### config.mk
export PLATFORM = sky130hd
export DESIGN_NAME = round_robin_time_slice_scheduler_flat
export DESIGN_NICKNAME = d
export VERILOG_FILES = /design/src/rtl/rrs_pkg.sv /design/src/rtl/rrs_if.sv /design/src/rtl/rrs_ram.sv /design/src/rtl/rrs_stats.sv /design/src/rtl/rrs_core.sv /design/src/rtl/round_robin_time_slice_scheduler.sv /design/src/flat_wrapper.sv
export SDC_FILE = /design/constraint.sdc
export NUM_CORES = 1
export LEC_CHECK = 0
export ABC_CLOCK_PERIOD_IN_PS = 13940
export BUFFER_PORTS_ARGS = -buffer_cell sky130_fd_sc_hd__buf_2
export CORE_UTILIZATION = 45
export CTS_CLUSTER_DIAMETER = 30
export DETAILED_ROUTE_END_ITERATION = 6
export PLACE_DENSITY_LB_ADDON = 0.12
export SLEW_MARGIN = 20
export SYNTH_ARGS = -nofsm -noshare
export SYNTH_HDL_FRONTEND = slang
export SYNTH_HIERARCHICAL = 1
export SYNTH_SLANG_ARGS = --single-unit
### constraint.sdc
create_clock -name clk_i -period 13.94 [get_ports clk_i]
set_input_delay 0.697 -clock clk_i [delete_from_list [all_inputs] [get_ports clk_i]]
set_output_delay 0.697 -clock clk_i [all_outputs]
set_load 0.02 [all_outputs]
### src/rtl/rrs_pkg.sv
// Shared types, constants and helpers for the round-robin time-slice scheduler.
// No dependencies; every other file in rtl/ but rrs_ram uses this package.
`default_nettype none

package rrs_pkg;

  // Ready queue geometry
  localparam int unsigned QueueDepth = 16;
  localparam int unsigned AddrW      = $clog2(QueueDepth);
  localparam int unsigned CntW       = $clog2(QueueDepth + 1);

  // Field widths
  localparam int unsigned IdW    = 8;
  localparam int unsigned PrioW  = 4;
  localparam int unsigned BurstW = 16;
  localparam int unsigned SumW   = 32;

  localparam logic [BurstW-1:0] QuantumReset = BurstW'(10);

  // Operation codes on the func field
  localparam logic FuncAdd      = 1'b0;
  localparam logic FuncDispatch = 1'b1;

  typedef enum logic [1:0] {
    ST_ADDED      = 2'd0,
    ST_FULL       = 2'd1,
    ST_DISPATCHED = 2'd2,
    ST_IDLE       = 2'd3
  } status_e;

  typedef enum logic {
    S_IDLE,
    S_POP
  } state_e;

  // One ready-queue entry
  typedef struct packed {
    logic [IdW-1:0]    id;
    logic [PrioW-1:0]  prio;
    logic [BurstW-1:0] burst;
  } entry_t;

  localparam int unsigned EntryW = $bits(entry_t);

  // Counter update request from the sequencer
  typedef struct packed {
    logic              dispatch;
    logic [BurstW-1:0] slice;
  } stats_upd_t;

  // Counter values after the current cycle's update
  typedef struct packed {
    logic [SumW-1:0] elapsed;
    logic [SumW-1:0] dispatches;
  } stats_t;

  // Circular pointer advance, works for any depth
  function automatic logic [AddrW-1:0] next_ptr(input logic [AddrW-1:0] p);
    return (p == AddrW'(QueueDepth - 1)) ? '0 : p + 1'b1;
  endfunction

endpackage

`default_nettype wire

### src/rtl/rrs_if.sv
// Valid/ready channel interfaces for request items and result items.
// Depends on rrs_pkg for field widths.
`default_nettype none

interface rrs_req_if;
  logic                      valid;
  logic                      ready;
  logic                      func;
  logic [rrs_pkg::IdW-1:0]    task_id;
  logic [rrs_pkg::PrioW-1:0]  task_priority;
  logic [rrs_pkg::BurstW-1:0] burst_length;

  modport source (output valid, func, task_id, task_priority, burst_length, input ready);
  modport sink   (input valid, func, task_id, task_priority, burst_length, output ready);
endinterface

interface rrs_rsp_if;
  logic                      valid;
  logic                      ready;
  logic [1:0]                status;
  logic [rrs_pkg::IdW-1:0]    granted_id;
  logic [rrs_pkg::PrioW-1:0]  granted_priority;
  logic [rrs_pkg::BurstW-1:0] slice_length;
  logic [rrs_pkg::BurstW-1:0] burst_left;
  logic [rrs_pkg::SumW-1:0]   elapsed_time;
  logic [rrs_pkg::SumW-1:0]   dispatch_total;

  modport source (output valid, status, granted_id, granted_priority, slice_length,
                  burst_left, elapsed_time, dispatch_total, input ready);
  modport sink   (input valid, status, granted_id, granted_priority, slice_length,
                  burst_left, elapsed_time, dispatch_total, output ready);
endinterface

`default_nettype wire

### src/rtl/rrs_ram.sv
// Generic single-write, single-read RAM with a registered read port.
// No dependencies.
`default_nettype none

module rrs_ram #(
  parameter int unsigned Width = 8,
  parameter int unsigned Depth = 16,
  parameter int unsigned AddrW = $clog2(Depth)
) (
  input  wire logic             clk_i,
  input  wire logic             we_i,
  input  wire logic [AddrW-1:0] waddr_i,
  input  wire logic [Width-1:0] wdata_i,
  input  wire logic             re_i,
  input  wire logic [AddrW-1:0] raddr_i,
  output logic      [Width-1:0] rdata_o
);

  logic [Width-1:0] mem_q [Depth];

  always_ff @(posedge clk_i) begin
    if (we_i) begin
      mem_q[waddr_i] <= wdata_i;
    end
    if (re_i) begin
      rdata_o <= mem_q[raddr_i];
    end
  end

endmodule

`default_nettype wire

### src/rtl/rrs_stats.sv
// Saturating elapsed-time and dispatch counters.
// Depends on rrs_pkg for the update and value structs.
`default_nettype none

module rrs_stats (
  input  wire logic                clk_i,
  input  wire logic                rst_ni,
  input  wire rrs_pkg::stats_upd_t upd_i,
  output rrs_pkg::stats_t          stats_o
);
  import rrs_pkg::*;

  logic [SumW-1:0] elapsed_q, elapsed_d;
  logic [SumW-1:0] disp_q, disp_d;
  logic [SumW:0]   elapsed_sum;

  // Saturating accumulate of granted time and dispatch count
  always_comb begin
    elapsed_sum = {1'b0, elapsed_q} + {(SumW + 1 - BurstW)'(0), upd_i.slice};
    elapsed_d   = elapsed_q;
    disp_d      = disp_q;
    if (upd_i.dispatch) begin
      elapsed_d = elapsed_sum[SumW] ? '1 : elapsed_sum[SumW-1:0];
      disp_d    = (&disp_q) ? disp_q : disp_q + 1'b1;
    end
  end

  always_ff @(posedge clk_i or negedge rst_ni) begin
    if (!rst_ni) begin
      elapsed_q <= '0;
      disp_q    <= '0;
    end else begin
      elapsed_q <= elapsed_d;
      disp_q    <= disp_d;
    end
  end

  // Values after this cycle, so the result shows the counters after its item
  assign stats_o.elapsed    = elapsed_d;
  assign stats_o.dispatches = disp_d;

`ifndef NO_ASSERTIONS
  // Counters never wrap
  a_elapsed_mono: assert property (@(posedge clk_i) disable iff (!rst_ni)
    1'b1 |=> elapsed_q >= $past(elapsed_q))
    else $error("elapsed time counter decreased");

  a_disp_mono: assert property (@(posedge clk_i) disable iff (!rst_ni)
    upd_i.dispatch && !(&disp_q) |=> disp_q == $past(disp_q) + 1'b1)
    else $error("dispatch counter missed an increment");

  // Counters hold when nothing is dispatched
  a_hold_idle: assert property (@(posedge clk_i) disable iff (!rst_ni)
    !upd_i.dispatch |=> elapsed_q == $past(elapsed_q) && disp_q == $past(disp_q))
    else $error("counters changed without a dispatch");
`endif

endmodule

`default_nettype wire

### src/rtl/rrs_core.sv
// Queue sequencer: head/tail/count pointers, read-modify-write of the ready
// queue RAM, slice computation and the result register. Depends on rrs_pkg, rrs_if.
`default_nettype none

module rrs_core (
  input  wire logic                         clk_i,
  input  wire logic                         rst_ni,
  input  wire logic                         cfg_we_i,
  input  wire logic [rrs_pkg::BurstW-1:0]   cfg_wdata_i,
  rrs_req_if.sink                           req_i,
  rrs_rsp_if.source                         rsp_o,
  output logic                              ram_we_o,
  output logic      [rrs_pkg::AddrW-1:0]    ram_waddr_o,
  output rrs_pkg::entry_t                   ram_wdata_o,
  output logic                              ram_re_o,
  output logic      [rrs_pkg::AddrW-1:0]    ram_raddr_o,
  input  wire logic [rrs_pkg::EntryW-1:0]   ram_rdata_i,
  output rrs_pkg::stats_upd_t               stats_upd_o,
  input  wire rrs_pkg::stats_t              stats_i
);
  import rrs_pkg::*;

  state_e            state_q, state_d;
  logic [AddrW-1:0]  head_q, head_d;
  logic [AddrW-1:0]  tail_q, tail_d;
  logic [CntW-1:0]   count_q, count_d;
  logic [BurstW-1:0] quantum_q;
  logic              out_valid_q, out_valid_d;

  logic              in_fire, is_dispatch, q_full, q_empty;
  logic              load;
  status_e           ld_status;
  entry_t            head_entry;
  logic [BurstW-1:0] slice, left;

  // Result register payload
  status_e           status_q;
  logic [IdW-1:0]    gid_q;
  logic [PrioW-1:0]  gprio_q;
  logic [BurstW-1:0] slice_q, left_q;
  logic [SumW-1:0]   elapsed_q, disp_q;

  assign req_i.ready = (state_q == S_IDLE) && (!out_valid_q || rsp_o.ready);
  assign in_fire     = req_i.valid && req_i.ready;
  assign is_dispatch = (req_i.func == FuncDispatch);
  assign q_full      = (count_q == CntW'(QueueDepth));
  assign q_empty     = (count_q == '0);

  // Slice and remainder from the head entry read out of the RAM
  assign head_entry = entry_t'(ram_rdata_i);
  assign slice      = (quantum_q < head_entry.burst) ? quantum_q : head_entry.burst;
  assign left       = head_entry.burst - slice;

  // Next state
  always_comb begin
    state_d = state_q;
    case (state_q)
      S_IDLE: begin
        if (in_fire && is_dispatch && !q_empty) begin
          state_d = S_POP;
        end
      end
      S_POP:   state_d = S_IDLE;
      default: state_d = S_IDLE;
    endcase
  end

  // Queue pointers, RAM access and result load
  always_comb begin
    head_d      = head_q;
    tail_d      = tail_q;
    count_d     = count_q;
    ram_we_o    = 1'b0;
    ram_waddr_o = tail_q;
    ram_wdata_o = '0;
    ram_re_o    = 1'b0;
    ram_raddr_o = head_q;
    load        = 1'b0;
    ld_status   = ST_IDLE;
    stats_upd_o = '0;
    case (state_q)
      S_IDLE: begin
        if (in_fire) begin
          if (!is_dispatch) begin
            load = 1'b1;
            if (q_full) begin
              ld_status = ST_FULL;
            end else begin
              ld_status        = ST_ADDED;
              ram_we_o         = 1'b1;
              ram_wdata_o.id    = req_i.task_id;
              ram_wdata_o.prio  = req_i.task_priority;
              ram_wdata_o.burst = req_i.burst_length;
              tail_d           = next_ptr(tail_q);
              count_d          = count_q + 1'b1;
            end
          end else if (q_empty) begin
            load      = 1'b1;
            ld_status = ST_IDLE;
          end else begin
            ram_re_o = 1'b1;
          end
        end
      end
      S_POP: begin
        load                 = 1'b1;
        ld_status            = ST_DISPATCHED;
        head_d               = next_ptr(head_q);
        stats_upd_o.dispatch = 1'b1;
        stats_upd_o.slice    = slice;
        if (left != '0) begin
          // Requeue at the tail; count is unchanged
          ram_we_o          = 1'b1;
          ram_wdata_o.id    = head_entry.id;
          ram_wdata_o.prio  = head_entry.prio;
          ram_wdata_o.burst = left;
          tail_d            = next_ptr(tail_q);
        end else begin
          count_d = count_q - 1'b1;
        end
      end
      default: ;
    endcase
  end

  // Result register handshake
  always_comb begin
    if (load) begin
      out_valid_d = 1'b1;
    end else if (rsp_o.ready) begin
      out_valid_d = 1'b0;
    end else begin
      out_valid_d = out_valid_q;
    end
  end

  always_ff @(posedge clk_i or negedge rst_ni) begin
    if (!rst_ni) begin
      state_q     <= S_IDLE;
      head_q      <= '0;
      tail_q      <= '0;
      count_q     <= '0;
      quantum_q   <= QuantumReset;
      out_valid_q <= 1'b0;
    end else begin
      state_q     <= state_d;
      head_q      <= head_d;
      tail_q      <= tail_d;
      count_q     <= count_d;
      out_valid_q <= out_valid_d;
      if (cfg_we_i) begin
        quantum_q <= cfg_wdata_i;
      end
    end
  end

  // Result payload, loaded with the item's outcome
  always_ff @(posedge clk_i) begin
    if (load) begin
      status_q  <= ld_status;
      gid_q     <= (state_q == S_POP) ? head_entry.id : '0;
      gprio_q   <= (state_q == S_POP) ? head_entry.prio : '0;
      slice_q   <= (state_q == S_POP) ? slice : '0;
      left_q    <= (state_q == S_POP) ? left : '0;
      elapsed_q <= stats_i.elapsed;
      disp_q    <= stats_i.dispatches;
    end
  end

  assign rsp_o.valid            = out_valid_q;
  assign rsp_o.status           = status_q;
  assign rsp_o.granted_id       = gid_q;
  assign rsp_o.granted_priority = gprio_q;
  assign rsp_o.slice_length     = slice_q;
  assign rsp_o.burst_left       = left_q;
  assign rsp_o.elapsed_time     = elapsed_q;
  assign rsp_o.dispatch_total   = disp_q;

`ifndef NO_ASSERTIONS
  a_count_bound: assert property (@(posedge clk_i) disable iff (!rst_ni)
    count_q <= CntW'(QueueDepth))
    else $error("ready queue count exceeds depth");

  a_pop_nonempty: assert property (@(posedge clk_i) disable iff (!rst_ni)
    state_q == S_POP |-> count_q != '0 && !out_valid_q)
    else $error("pop on empty queue or with result register busy");

  a_pop_follows_read: assert property (@(posedge clk_i) disable iff (!rst_ni)
    state_q == S_POP |-> $past(ram_re_o))
    else $error("pop without a preceding RAM read");
`endif

endmodule

`default_nettype wire

### src/rtl/round_robin_time_slice_scheduler.sv
// Top level of the round-robin time-slice scheduler.
// Depends on rrs_pkg, rrs_if, rrs_ram, rrs_stats and rrs_core.
//
// The scheduler keeps a FIFO ready queue of up to QueueDepth tasks in a RAM
// and answers every request item with exactly one result item. An add, a
// refused add and a dispatch on an empty queue load the result register
// directly; a dispatch reads the head entry out of the queue RAM, then in the
// pop state slices it and, if burst remains, writes it back at the tail. A
// new item is taken once the block is back idle and the result register is
// empty or being emptied in the same cycle. The quantum must be written
// through cfg_we_i/cfg_wdata_i only while no item is in flight; the block
// does not enforce it. It resets to 10 and needs no clearing pass.
`default_nettype none

module round_robin_time_slice_scheduler (
  input  wire logic                       clk_i,
  input  wire logic                       rst_ni,
  input  wire logic                       cfg_we_i,
  input  wire logic [rrs_pkg::BurstW-1:0] cfg_wdata_i,
  rrs_req_if.sink                         req_i,
  rrs_rsp_if.source                       rsp_o
);
  import rrs_pkg::*;

  logic              ram_we, ram_re;
  logic [AddrW-1:0]  ram_waddr, ram_raddr;
  entry_t            ram_wdata;
  logic [EntryW-1:0] ram_rdata;
  stats_upd_t        stats_upd;
  stats_t            stats;

  // Ready queue storage
  rrs_ram #(
    .Width (EntryW),
    .Depth (QueueDepth)
  ) u_queue_ram (
    .clk_i   (clk_i),
    .we_i    (ram_we),
    .waddr_i (ram_waddr),
    .wdata_i (ram_wdata),
    .re_i    (ram_re),
    .raddr_i (ram_raddr),
    .rdata_o (ram_rdata)
  );

  // Saturating counters
  rrs_stats u_stats (
    .clk_i   (clk_i),
    .rst_ni  (rst_ni),
    .upd_i   (stats_upd),
    .stats_o (stats)
  );

  // Sequencer and result register
  rrs_core u_core (
    .clk_i       (clk_i),
    .rst_ni      (rst_ni),
    .cfg_we_i    (cfg_we_i),
    .cfg_wdata_i (cfg_wdata_i),
    .req_i       (req_i),
    .rsp_o       (rsp_o),
    .ram_we_o    (ram_we),
    .ram_waddr_o (ram_waddr),
    .ram_wdata_o (ram_wdata),
    .ram_re_o    (ram_re),
    .ram_raddr_o (ram_raddr),
    .ram_rdata_i (ram_rdata),
    .stats_upd_o (stats_upd),
    .stats_i     (stats)
  );

endmodule

`default_nettype wire

### src/flat_wrapper.sv
// flat-port wrapper written by rule: the top's interface ports become plain ports
module round_robin_time_slice_scheduler_flat import rrs_pkg::*;
  (clk_i, rst_ni, cfg_we_i, cfg_wdata_i, req_i_valid, req_i_func, req_i_task_id, req_i_task_priority, req_i_burst_length, req_i_ready, rsp_o_valid, rsp_o_status, rsp_o_granted_id, rsp_o_granted_priority, rsp_o_slice_length, rsp_o_burst_left, rsp_o_elapsed_time, rsp_o_dispatch_total, rsp_o_ready);
  rrs_req_if req_i_i ();
  rrs_rsp_if rsp_o_i ();
  input  wire logic clk_i;
  input  wire logic rst_ni;
  input  wire logic cfg_we_i;
  input  wire logic [rrs_pkg::BurstW-1:0] cfg_wdata_i;
  input wire logic [$bits(req_i_i.valid)-1:0] req_i_valid;
  input wire logic [$bits(req_i_i.func)-1:0] req_i_func;
  input wire logic [$bits(req_i_i.task_id)-1:0] req_i_task_id;
  input wire logic [$bits(req_i_i.task_priority)-1:0] req_i_task_priority;
  input wire logic [$bits(req_i_i.burst_length)-1:0] req_i_burst_length;
  output wire logic [$bits(req_i_i.ready)-1:0] req_i_ready;
  output wire logic [$bits(rsp_o_i.valid)-1:0] rsp_o_valid;
  output wire logic [$bits(rsp_o_i.status)-1:0] rsp_o_status;
  output wire logic [$bits(rsp_o_i.granted_id)-1:0] rsp_o_granted_id;
  output wire logic [$bits(rsp_o_i.granted_priority)-1:0] rsp_o_granted_priority;
  output wire logic [$bits(rsp_o_i.slice_length)-1:0] rsp_o_slice_length;
  output wire logic [$bits(rsp_o_i.burst_left)-1:0] rsp_o_burst_left;
  output wire logic [$bits(rsp_o_i.elapsed_time)-1:0] rsp_o_elapsed_time;
  output wire logic [$bits(rsp_o_i.dispatch_total)-1:0] rsp_o_dispatch_total;
  input wire logic [$bits(rsp_o_i.ready)-1:0] rsp_o_ready;
  assign req_i_i.valid = req_i_valid;
  assign req_i_i.func = req_i_func;
  assign req_i_i.task_id = req_i_task_id;
  assign req_i_i.task_priority = req_i_task_priority;
  assign req_i_i.burst_length = req_i_burst_length;
  assign req_i_ready = req_i_i.ready;
  assign rsp_o_valid = rsp_o_i.valid;
  assign rsp_o_status = rsp_o_i.status;
  assign rsp_o_granted_id = rsp_o_i.granted_id;
  assign rsp_o_granted_priority = rsp_o_i.granted_priority;
  assign rsp_o_slice_length = rsp_o_i.slice_length;
  assign rsp_o_burst_left = rsp_o_i.burst_left;
  assign rsp_o_elapsed_time = rsp_o_i.elapsed_time;
  assign rsp_o_dispatch_total = rsp_o_i.dispatch_total;
  assign rsp_o_i.ready = rsp_o_ready;
  round_robin_time_slice_scheduler u_core (.clk_i(clk_i), .rst_ni(rst_ni), .cfg_we_i(cfg_we_i), .cfg_wdata_i(cfg_wdata_i), .req_i(req_i_i), .rsp_o(rsp_o_i));
endmodule
Word-level counts from Yosys, hierarchy flattened:

Memory sizes are Yosys's and may differ from the RTL's. A register that Yosys moved wholly into a read port is not among the register bits.
Index checks and enable logic that the tools add are counted.

* bitwise operators: 1
* reduce and logical (&&, ||, !) cells: 13
* equality and inequality tests: 8
* order comparisons: 1
* muxes and demuxes: 46
* add/subtract/negate cells: 7

Operators with widths (number)
* $mux 32: 4
* $mux 28: 4
* $pmux 28 s2: 1
* $add 32x16->33: 1
* $add 32x1->32 const B: 1
* $reduce_and 32->1: 1
* $mux 4: 6
* $mux 5: 4
* $mux 1: 17
* $mux 17: 1
* $lt 16x16->1: 1
* $mux 16: 1
* $reduce_bool 16->1: 1
* $sub 16x16->16: 1
* $pmux 5 s2: 1
* $add 4x1->4 const B: 2
* $eq 4x4->1 const B: 2
* $ne 2x2->1 const B: 4
* $pmux 4 s2: 1
* $reduce_and 4->1: 2
* $pmux 1 s2: 3
* $add 5x1->5 const B: 1
* $eq 5x5->1 const B: 1
* $logic_not 5->1: 1
* other kinds (9): 14

* register bits: 205
* input bits: 50
* memories: 1
* output and inout bits: 112
* logic and storage cells: 92
* memory bits (writable): 448

Memories
* u_core.u_queue_ram.mem_q: depth 16, width 28, rd ports 1, clocked after memory_dff 1, write ports 1, line rrs_ram.sv:19 `logic [Width-1:0] mem_q [Depth];`

Depth between registers and ports, before layout:

Gate-level depths: netlist of run 1.

* word-level depth: 8
* mapped depth: 24
* gate-level depth less buffers: 21

Hierarchy:

The synthesis of run 1 kept the hierarchy.

By module, submodules not included
* rrs_ram: area an instance 17803.3 sq um, instances 1, cells an instance 735, seq. area each 14293.7 sq um
* rrs_core: area an instance 7005.5 sq um, instances 1, cells an instance 581, seq. area each 4081.4 sq um
* rrs_stats: area an instance 3772.4 sq um, instances 1, cells an instance 390, seq. area each 1601.5 sq um

Worst setup path after synthesis of run 1:

No wires, ideal clock.

* kind: register -> register
* start: reg u_core.u_queue_ram.rdata_o[15], read port of u_core.u_queue_ram.mem_q
* end: mem u_core/u_queue_ram/mem_q[0][0] in the netlist's numbering, enable pin
* path slack: 5.874 ns
* arrival: 7.618 ns
* setup time: 0.448 ns
* period minus slack after synthesis: 8.066 ns
* data required time: 13.492 ns
* path buffers: 3
* cell stages (with the launch flop): 25
* cells stage by stage: edfxtp_1 > inv_1 > ha_1 > nand4_2 > or4_4 > o32a_4 > nand2_1 > clkbuf_1 > clkbuf_1 > mux2i_1 > ha_1 > a21o_1 > a21o_1 > a21oi_1 > o311ai_1 > o21a_1 > xnor2_1 > nor4_2 > nor4b_1 > nor4bb_1 > clkbuf_1 > o21a_1 > inv_1 > or3b_2 > nor3_1

* word-level cells in the longest chain between the ends: 8

RTL lines
* start, declared: line rrs_ram.sv:16 `output logic [Width-1:0] rdata_o`
* $lt 16x16->1: line rrs_core.sv:51 `assign slice = (quantum_q < head_entry.burst) ? quantum_q : head_entry.burst;`
* $mux 16: line rrs_core.sv:51
* $sub 16x16->16 (*): line rrs_core.sv:52 `assign left = head_entry.burst - slice;`
* $reduce_bool 16->1 (*): line rrs_core.sv:111 `if (left != '0) begin`
* $mux 1 (*): line rrs_core.sv:111
* $pmux 1 s2 (*): line rrs_core.sv:81 `case (state_q)`
* net u_core.ram_we: line round_robin_time_slice_scheduler.sv:25 `logic ram_we, ram_re;`
* $mux 1 (*): line rrs_ram.sv:22 `if (we_i) begin`
* $mux 1 (implied by the code) (*): line rrs_ram.sv:23 `mem_q[waddr_i] <= wdata_i;`
* end, declared: line rrs_ram.sv:19

Mark *: on every way through the listed nets, which the timed path passes. The rest lies on a longest branch.

Worst setup path in the final report of run 1:

* start: reg u_core.u_core.quantum_q[15]
* end: mem u_core/u_queue_ram/mem_q[12][3] in the netlist's numbering, enable pin

* word-level cells in the longest chain between the ends: 8

RTL lines
* start, declared: line rrs_core.sv:27 `logic [BurstW-1:0] quantum_q;`
* start signal, assigned: line rrs_core.sv:143 `quantum_q <= QuantumReset;`
* start signal, assigned: line rrs_core.sv:152 `quantum_q <= cfg_wdata_i;`
* $lt 16x16->1: line rrs_core.sv:51
* $mux 16: line rrs_core.sv:51
* net u_core.u_core.slice[0]: line rrs_core.sv:34 `logic [BurstW-1:0] slice, left;`
* $sub 16x16->16: line rrs_core.sv:52
* $reduce_bool 16->1: line rrs_core.sv:111
* $mux 1: line rrs_core.sv:111
* $pmux 1 s2: line rrs_core.sv:81
* net u_core.ram_we: line round_robin_time_slice_scheduler.sv:25
* $mux 1: line rrs_ram.sv:22
* $mux 1 (implied by the code): line rrs_ram.sv:23

The timed path passes the listed nets, and every way through them passes these cells.

==> flow_metrics.env, run 1 <==
export IMPL_fin_crit_sh_pct=56.84
export IMPL_slew_headroom_pct=30.58
export IMPL_htree_levels=4
export IMPL_gp_congestion=0.8787
export IMPL_hp_class="input pin to flip-flop"
export IMPL_irDropWorstVdd_mv=0.1191
export IMPL_antenna_found_initial=6
export IMPL_finalMaxSlewViolations=0
export IMPL_async_reset_ff_share_pct=13.95
export IMPL_hpwlAfterDp_um=42010
export IMPL_total_power_uw=7520
export IMPL_grt_pass1_wl_um=103700
export IMPL_rsz0062_at_grt="no"
export IMPL_crit_arrival_ns=8.26
export IMPL_port_buffers=161
export IMPL_via_count=16470
export IMPL_outcome="finished clean"
export IMPL_cts_sinks=681
export IMPL_yosysUniqueCellTypes=96
export IMPL_skew_ns=0.02815
export IMPL_cap_violations=0
export IMPL_cts_tree="yes"
export IMPL_path_clk_slew_ns=0.05
export IMPL_post_cts_resized=0
export IMPL_tightestPinTransition_ns=1.039
export IMPL_clockRootBuffer="clkbuf_16"
export IMPL_fill_cells=5001
export IMPL_die_width_um=254.0
export IMPL_synthTopCellsByCount="edfxtp_1, nand2_1, nor2_1"
export IMPL_yosys_top_cells_area="edfxtp_1, dfrtp_1, mux4_2, ha_1, nand2_1"
export IMPL_fmax_mhz=126.2
export IMPL_cp_start_kind="flip-flop"
export IMPL_synth_most_common_cell="edfxtp_1"
export IMPL_rows=92
export IMPL_synth_cells=1706
export IMPL_route_detailed_drc=0
export IMPL_area_growth_pct=23.16
export IMPL_path_max_fanout=21
export IMPL_period_minus_slack_ns=7.924
export IMPL_grt_max_degree=60
export IMPL_grtUsageTotal_pct=22.14
export IMPL_synth_top_cell_by_area="edfxtp_1"
export IMPL_wl_per_cell_um=23.51
export IMPL_power_density_mw_per_mm2=213.6
export IMPL_utilization_pct=55.90
export IMPL_fin_hold_ws_ns=0.2352
export IMPL_synth_main_ff_cell="edfxtp_1"
export IMPL_synth_seq_area_share_pct=69.89
export IMPL_drtIter0Drc=1222
export IMPL_viasPerCell=5.593
export IMPL_multi_input_area_mm2=0.008223
export IMPL_cp_end_kind="flip-flop"
export IMPL_pin_count=162
export IMPL_dieHeight_um=254.0
export IMPL_clock_latency_ns=0.71
export IMPL_drtPass1Iterations=5
export IMPL_p_leak_uw=0.01312
export IMPL_cts_made_buffers=137
export IMPL_finalSetupTns_ns=0
export IMPL_layout_area_seq_mm2=0.01999
export IMPL_critical_path_class="flip-flop to flip-flop"
export IMPL_synth_area_per_cell_um2=16.75
export IMPL_grt_pass1_vias=16760
export IMPL_dieArea_mm2=0.06453
export IMPL_hold_violations=0
export IMPL_layout_nets=2089
export IMPL_core_mm2=0.06297
export IMPL_ant_nets=0
export IMPL_yosysTopAreaCellShare_pct=61.57
export IMPL_routed_wl_um=69220
export IMPL_setup_violations=0
export IMPL_layout_drive_gt1_share_pct=28.61
export IMPL_synth_nets=1809
export IMPL_synth_edf_count=586
export IMPL_clock_path_buffers=3
export IMPL_initial_utilization_pct=45.39
export IMPL_syn_area_mm2=0.02858
export IMPL_ys_seq_elements=681
export IMPL_yosysWarningCount=6
export IMPL_required_ns=14.28
export IMPL_gr_total_overflow=0
## timing repair
| item | CTS | global route |
|---|---|---|
| hold endpoints to repair | 13 | 0 |
| hold buffers | 1 | 0 |
| setup buffers | 0 | 0 |
## metal layers
metal | wire (µm) | up-vias | GRT usage (%)
met5 | 11 | - | 0
met4 | 1534 | 2 | 8.176
met3 | 3859 | 105 | 4.507
met2 | 33130 | 492 | 34.83
met1 | 30680 | 8492 | 30.50
li1 | - | 7376 | -
## worst paths after layout
check / from / endpoint / slack [ns] / depth (start not counted)
setup / recovery: u_core/u_core/quantum_q[15] / u_core/u_queue_ram/mem_q[12][3] / 6.02 / 22
hold / removal: cfg_wdata_i[2] / u_core/u_core/quantum_q[2] / 0.24 / 2
setup reg to reg: u_core/u_core/quantum_q[15] / u_core/u_queue_ram/mem_q[12][3] / 6.02 / 22
min in group asynchronous: rst_ni / u_core/u_core/quantum_q[2] / 0.54 / 2
max in group asynchronous: rst_ni / u_core/u_core/ram_raddr_o[0] / 12.07 / 3
hold reg to reg: u_core/u_stats/disp_q[9] / u_core/u_stats/disp_q[9] / 0.50 / 1
## layout make-up
type / instances / share of cell area (%)
antenna: 1 / 0.007109
clock buffer: 157 / 10.16
clock inverter: 93 / 3.018
inverter: 44 / 0.4692
multi-input combinational: 919 / 23.36
sequential: 681 / 56.78
tap: 846 / 3.007
timing repair buffer: 203 / 3.199
## where the power goes
part           internal, µW  total, µW  switching, µW  leakage (µW)
combinational           637       1650           1010       0.00427
sequential             2510       2640            130       0.00663
clock                  2160       3230           1070       0.00223
## logic make-up (layout without fill, tap and decap cells)
kind of cell    after synthesis  after routing  synth area share, %
fa+ha+maj                    53             53                2.373
buf+inv                     106            497                1.904
compound gates              268            268                6.654
other cells                   0              1                    0
flops                       681            681                69.89
xor+xnor                     56             56                1.716
mux                         158            158                10.79
simple gates                384            384                6.672
## flip-flops by register name, summed over array words and instances (netlist names), 4 cells and up
register	flops
u_core/u_core/ram_raddr_o	4
u_core/u_core/rsp_o.dispatch_total	32
u_core/u_core/rsp_o.granted_priority	4
u_core/u_core/rsp_o.granted_id	8
u_core/u_stats/elapsed_q	32
u_core/u_core/rsp_o.burst_left	16
u_core/u_stats/disp_q	32
u_core/u_core/rsp_o.elapsed_time	32
u_core/u_queue_ram/rdata_o	28
u_core/u_core/count_q	5
u_core/u_core/rsp_o.slice_length	16
u_core/u_core/quantum_q	16
u_core/u_core/ram_waddr_o	4
u_core/u_queue_ram/mem_q	448
## worst max-delay path, stage by stage (launching register included)
cell and delay (ns):
dfrtp_1 0.41, ha_1 0.34, nand4_2 0.19, or4_4 0.61, o32a_4 0.37, nand2_1 0.42
buf_4 0.36, mux2_2 0.22, ha_1 0.22, inv_1 0.08, ha_1 0.22, or3_2 0.52
a311o_1 0.44, and4_1 0.22, o21a_1 0.18, o21ai_0 0.39, nor4bb_4 0.09, buf_4 0.24
o21a_1 0.26, inv_1 0.12, nand3_1 0.29, nor3_2 0.75, buf_4 0.52
## stage by stage
step | worst slack (ns) | std cells | instance area [µm²]
5_1_grt | 5.522 | 2944 | 35200
4_1_cts | 6.027 | 2943 | 35190
3_5_place_dp | 6.061 | 2692 | 30540
6_report | 6.016 | 2944 | 35200
3_3_place_gp | 6.252 | 2692 | 30540
2_1_floorplan | 5.874 | 1706 | 28580
## layout by cell type (no fill, tap or decap), drive strengths merged, types with 21 or more instances in the layout
cell type,instances
a21o,32
a21oi,46
a22oi,56
a31oi,22
and2,21
buf,202
clkbuf,157
clkinv,50
dfrtp,93
edfxtp,586
ha,51
inv,56
mux2,29
mux4,112
nand2,116
nand3,30
nor2,108
nor3,21
o21ai,41
xnor2,33
xor2,23
Note: power is estimated with default switching activity, not from simulation.
==> run 2: changes to the inputs <==
ABC_AREA = 1   (was not set)
ABC_CLOCK_PERIOD_IN_PS = 6400   (was 13940)
clock period = 6.4 ns   (was 13.94 ns; I/O delays follow)
==> run 2 against run 1 <==
  * Synthesized cell count is 98% higher
  * Global-route usage is 2.3 points higher
  * Critical endpoint is now u_core/u_queue_ram/mem_q[4][15]
  * Non-clock buffer count is 17 higher
  * Area after synthesis is 13% higher
  * Cell count is 59% higher
  * Utilization is 0.051 points lower
  * Combinational power grew to 3.4 times the previous value
  * Hold slack worse by 0.14 ns
  * Critical path depth is 4 higher
  * Via count is 44% higher
==> flow_metrics.env, run 2 <==
export IMPL_htree_levels=4
export IMPL_cap_violations=0
export IMPL_viasPerCell=5.067
export IMPL_initial_utilization_pct=45.78
export IMPL_grtUsageTotal_pct=24.47
export IMPL_hpwlAfterDp_um=56710
export IMPL_synth_nets=3477
export IMPL_rows=97
export IMPL_fmax_mhz=172.2
export IMPL_hold_violations=0
export IMPL_insertedDiodeCount=0
export IMPL_port_buffers=161
export IMPL_path_max_fanout=28
export IMPL_power_frac_comb_pct=29.0
export IMPL_p_clk_share_pct=39.7
export IMPL_critPathSlowestCell="nor2_4"
export IMPL_gr_total_overflow=0
export IMPL_antenna_found_initial=4
export IMPL_power_density_mw_per_mm2=491.3
export IMPL_synth_area_per_cell_um2=9.567
export IMPL_async_reset_ff_share_pct=13.95
export IMPL_yosysUniqueCellTypes=49
export IMPL_clock_path_buffers=3
export IMPL_swShare_pct=36.07
export IMPL_drtIter0Drc=1949
export IMPL_cts_tree="yes"
export IMPL_route_detailed_drc=0
export IMPL_rsz0062_at_grt="no"
export IMPL_cp_common_cell="nand2_1"
export IMPL_yosys_top_cells_area="edfxtp_1, nand2_1, dfrtp_1, nand3_1, inv_1"
export IMPL_tightestPinTransition_ns=1.030
export IMPL_outcome="finished clean"
export IMPL_syn_area_mm2=0.03228
export IMPL_layout_drive_gt1_share_pct=15.05
export IMPL_slew_headroom_pct=31.17
export IMPL_ys_seq_elements=681
export IMPL_wl_met1_um=40140
export IMPL_via_count=23680
export IMPL_setup_violations=0
export IMPL_cts_sinks=681
export IMPL_core_mm2=0.07051
export IMPL_p_seq_share_pct=31.3
export IMPL_crit_arrival_ns=6.12
export IMPL_required_ns=6.71
export IMPL_wl_per_cell_um=18.82
export IMPL_dr_max_layer_used="met4"
export IMPL_clockRootBuffer="clkbuf_16"
export IMPL_top_register="u_core/u_queue_ram/mem_q"
export IMPL_cpPeakStageDelay_ns=0.89
export IMPL_p_leak_uw=0.01749
export IMPL_synthTopCellsByCount="nand2_1, edfxtp_1, inv_1"
export IMPL_period_minus_slack_ns=5.808
export IMPL_final_common_cell="nand2_1"
export IMPL_drtPass1Iterations=5
export IMPL_largest_register_ff_count=448
export IMPL_pin_count=162
export IMPL_skew_ns=0.03445
export IMPL_grt_pass1_vias=23160
export IMPL_finalSetupTns_ns=0
export IMPL_path_clk_slew_ns=0.05
export IMPL_routed_wl_um=87960
export IMPL_mostFrequentLayoutCells="nand2_1, edfxtp_1, inv_1"
export IMPL_postCtsSetupBuffers=0
export IMPL_finalMaxSlewViolations=0
export IMPL_route_met2_wl_um=40030
export IMPL_critical_path_class="flip-flop to flip-flop"
export IMPL_p_sw_uw=6978
export IMPL_grt_max_degree=118
export IMPL_layout_nets=3717
export IMPL_gp_congestion=0.8749
export IMPL_synth_most_common_cell="nand2_1"
export IMPL_cts_made_buffers=143
export IMPL_wl_met3_um=5770
export IMPL_die_width_um=269.8
export IMPL_grt_pass1_wl_um=136300
export IMPL_fin_hold_ws_ns=0.09893
export IMPL_synth_cells=3374
export IMPL_p_int_uw=12370
export IMPL_cp_start_kind="flip-flop"
export IMPL_synth_seq_area_share_pct=61.89
export IMPL_area_growth_pct=22.01
export IMPL_yosysWarningCount=6
export IMPL_dieArea_mm2=0.07281
export IMPL_fin_crit_sh_pct=90.75
export IMPL_yosysTopAreaCellShare_pct=54.52
export IMPL_clock_latency_ns=0.73
export IMPL_synth_top_cell_by_area="edfxtp_1"
export IMPL_hp_class="input pin to flip-flop"
export IMPL_cp_end_kind="flip-flop"
export IMPL_ant_nets=0
export IMPL_dieHeight_um=269.8
export IMPL_synth_edf_count=586
export IMPL_synth_main_ff_cell="edfxtp_1"
export IMPL_irDropWorstVdd_mv=0.3023
## run 2: changes by cell type after synthesis, moves of 31 or more
| cell | change |
|---|---|
| a22oi_1 | -56 |
| nand2_1 | +934 |
| inv_1 | +486 |
| nand3_1 | +405 |
| buf_2 | +38 |
| a21o_1 | -31 |
| mux4_2 | -97 |
| o21ai_0 | +39 |
| nor2_1 | +70 |
| nand2_2 | +41 |
## run 2: per-layer routing
| metal | GRT usage, % | up-vias |
|---|---|---|
| met5 | 0 | - |
| met4 | 8.059 | 0 |
| met3 | 4.667 | 144 |
| met2 | 37.97 | 753 |
| met1 | 34.58 | 11310 |
| li1 | - | 11470 |
## run 2: cell type report
class / count / area [µm²]
clock buffers: 167 / 3679
clock inverters: 97 / 1413
fillers: 6155 / 31130
inverters: 537 / 2024
multi-input cells: 2031 / 9752
flip-flops and latches: 681 / 19990
well taps: 940 / 1176
repair buffers: 220 / 1351
## run 2: worst max-delay path: cells and delay by family, from the launching register on
| kind | cells | cell delay, ns |
|---|---|---|
| and+or+nand+nor | 13 | 2.57 |
| AOI/OAI and AO/OA | 6 | 1.30 |
| adders and majority gates | 2 | 0.61 |
| buffers and inverters | 5 | 0.49 |
| DFF | 1 | 0.43 |
## run 2: metrics by stage
step,instance area [µm²],setup slack (ns),instances,power (µW),util (%)
finish,39380,0.5919,4673,19350,55.85
global route,39380,0.05369,4673,20320,55.85
CTS,39380,0.5976,4673,19450,55.85
detailed placement,34090,0.6172,4389,11680,48.35
global placement,34090,0.7096,4389,11650,48.35
floorplan,32280,1.435,3374,9784,-
## run 2: timing repair
action                                  in CTS  in global routing
hold buffers                                20                  0
endpoints found under the setup margin       0                  0
gates resized for setup                      0                  0
endpoints found under the hold margin       49                  0
## run 2: final timing paths
path | to | start | slack [ns] | depth (start not counted)
min | u_core/u_core/quantum_q[0] | cfg_we_i | 0.1 | 3
min reg2reg | u_core/u_core/count_q[3] | u_core/u_core/count_q[3] | 0.52 | 2
max reg2reg | u_core/u_queue_ram/mem_q[4][15] | u_core/u_queue_ram/rdata_o[9] | 0.59 | 26
max in group asynchronous | u_core/u_core/ram_raddr_o[0] | rst_ni | 4.93 | 3
max | u_core/u_queue_ram/mem_q[4][15] | u_core/u_queue_ram/rdata_o[9] | 0.59 | 26
min in group asynchronous | u_core/u_core/quantum_q[0] | rst_ni | 0.11 | 2
## run 2: power groups by stage
stage | logic [µW] | registers, µW | clock network, µW
after global placement | 5530 | 6120 | 0
final | 5600 | 6060 | 7690
after CTS | 5590 | 6060 | 7800
after detailed placement | 5550 | 6130 | 0
after floorplan | 3550 | 6230 | 0
after global routing | 6180 | 6110 | 8030
## run 2: cells by family after synthesis
| logic type | after synthesis | share of synthesized area, % |
|---|---|---|
| compound gates | 131 | 2.178 |
| xor+xnor | 33 | 0.9420 |
| fa+ha+maj | 53 | 2.101 |
| buf+inv | 662 | 8.295 |
| flops | 681 | 61.89 |
| mux | 12 | 0.4186 |
| simple gates | 1802 | 24.18 |
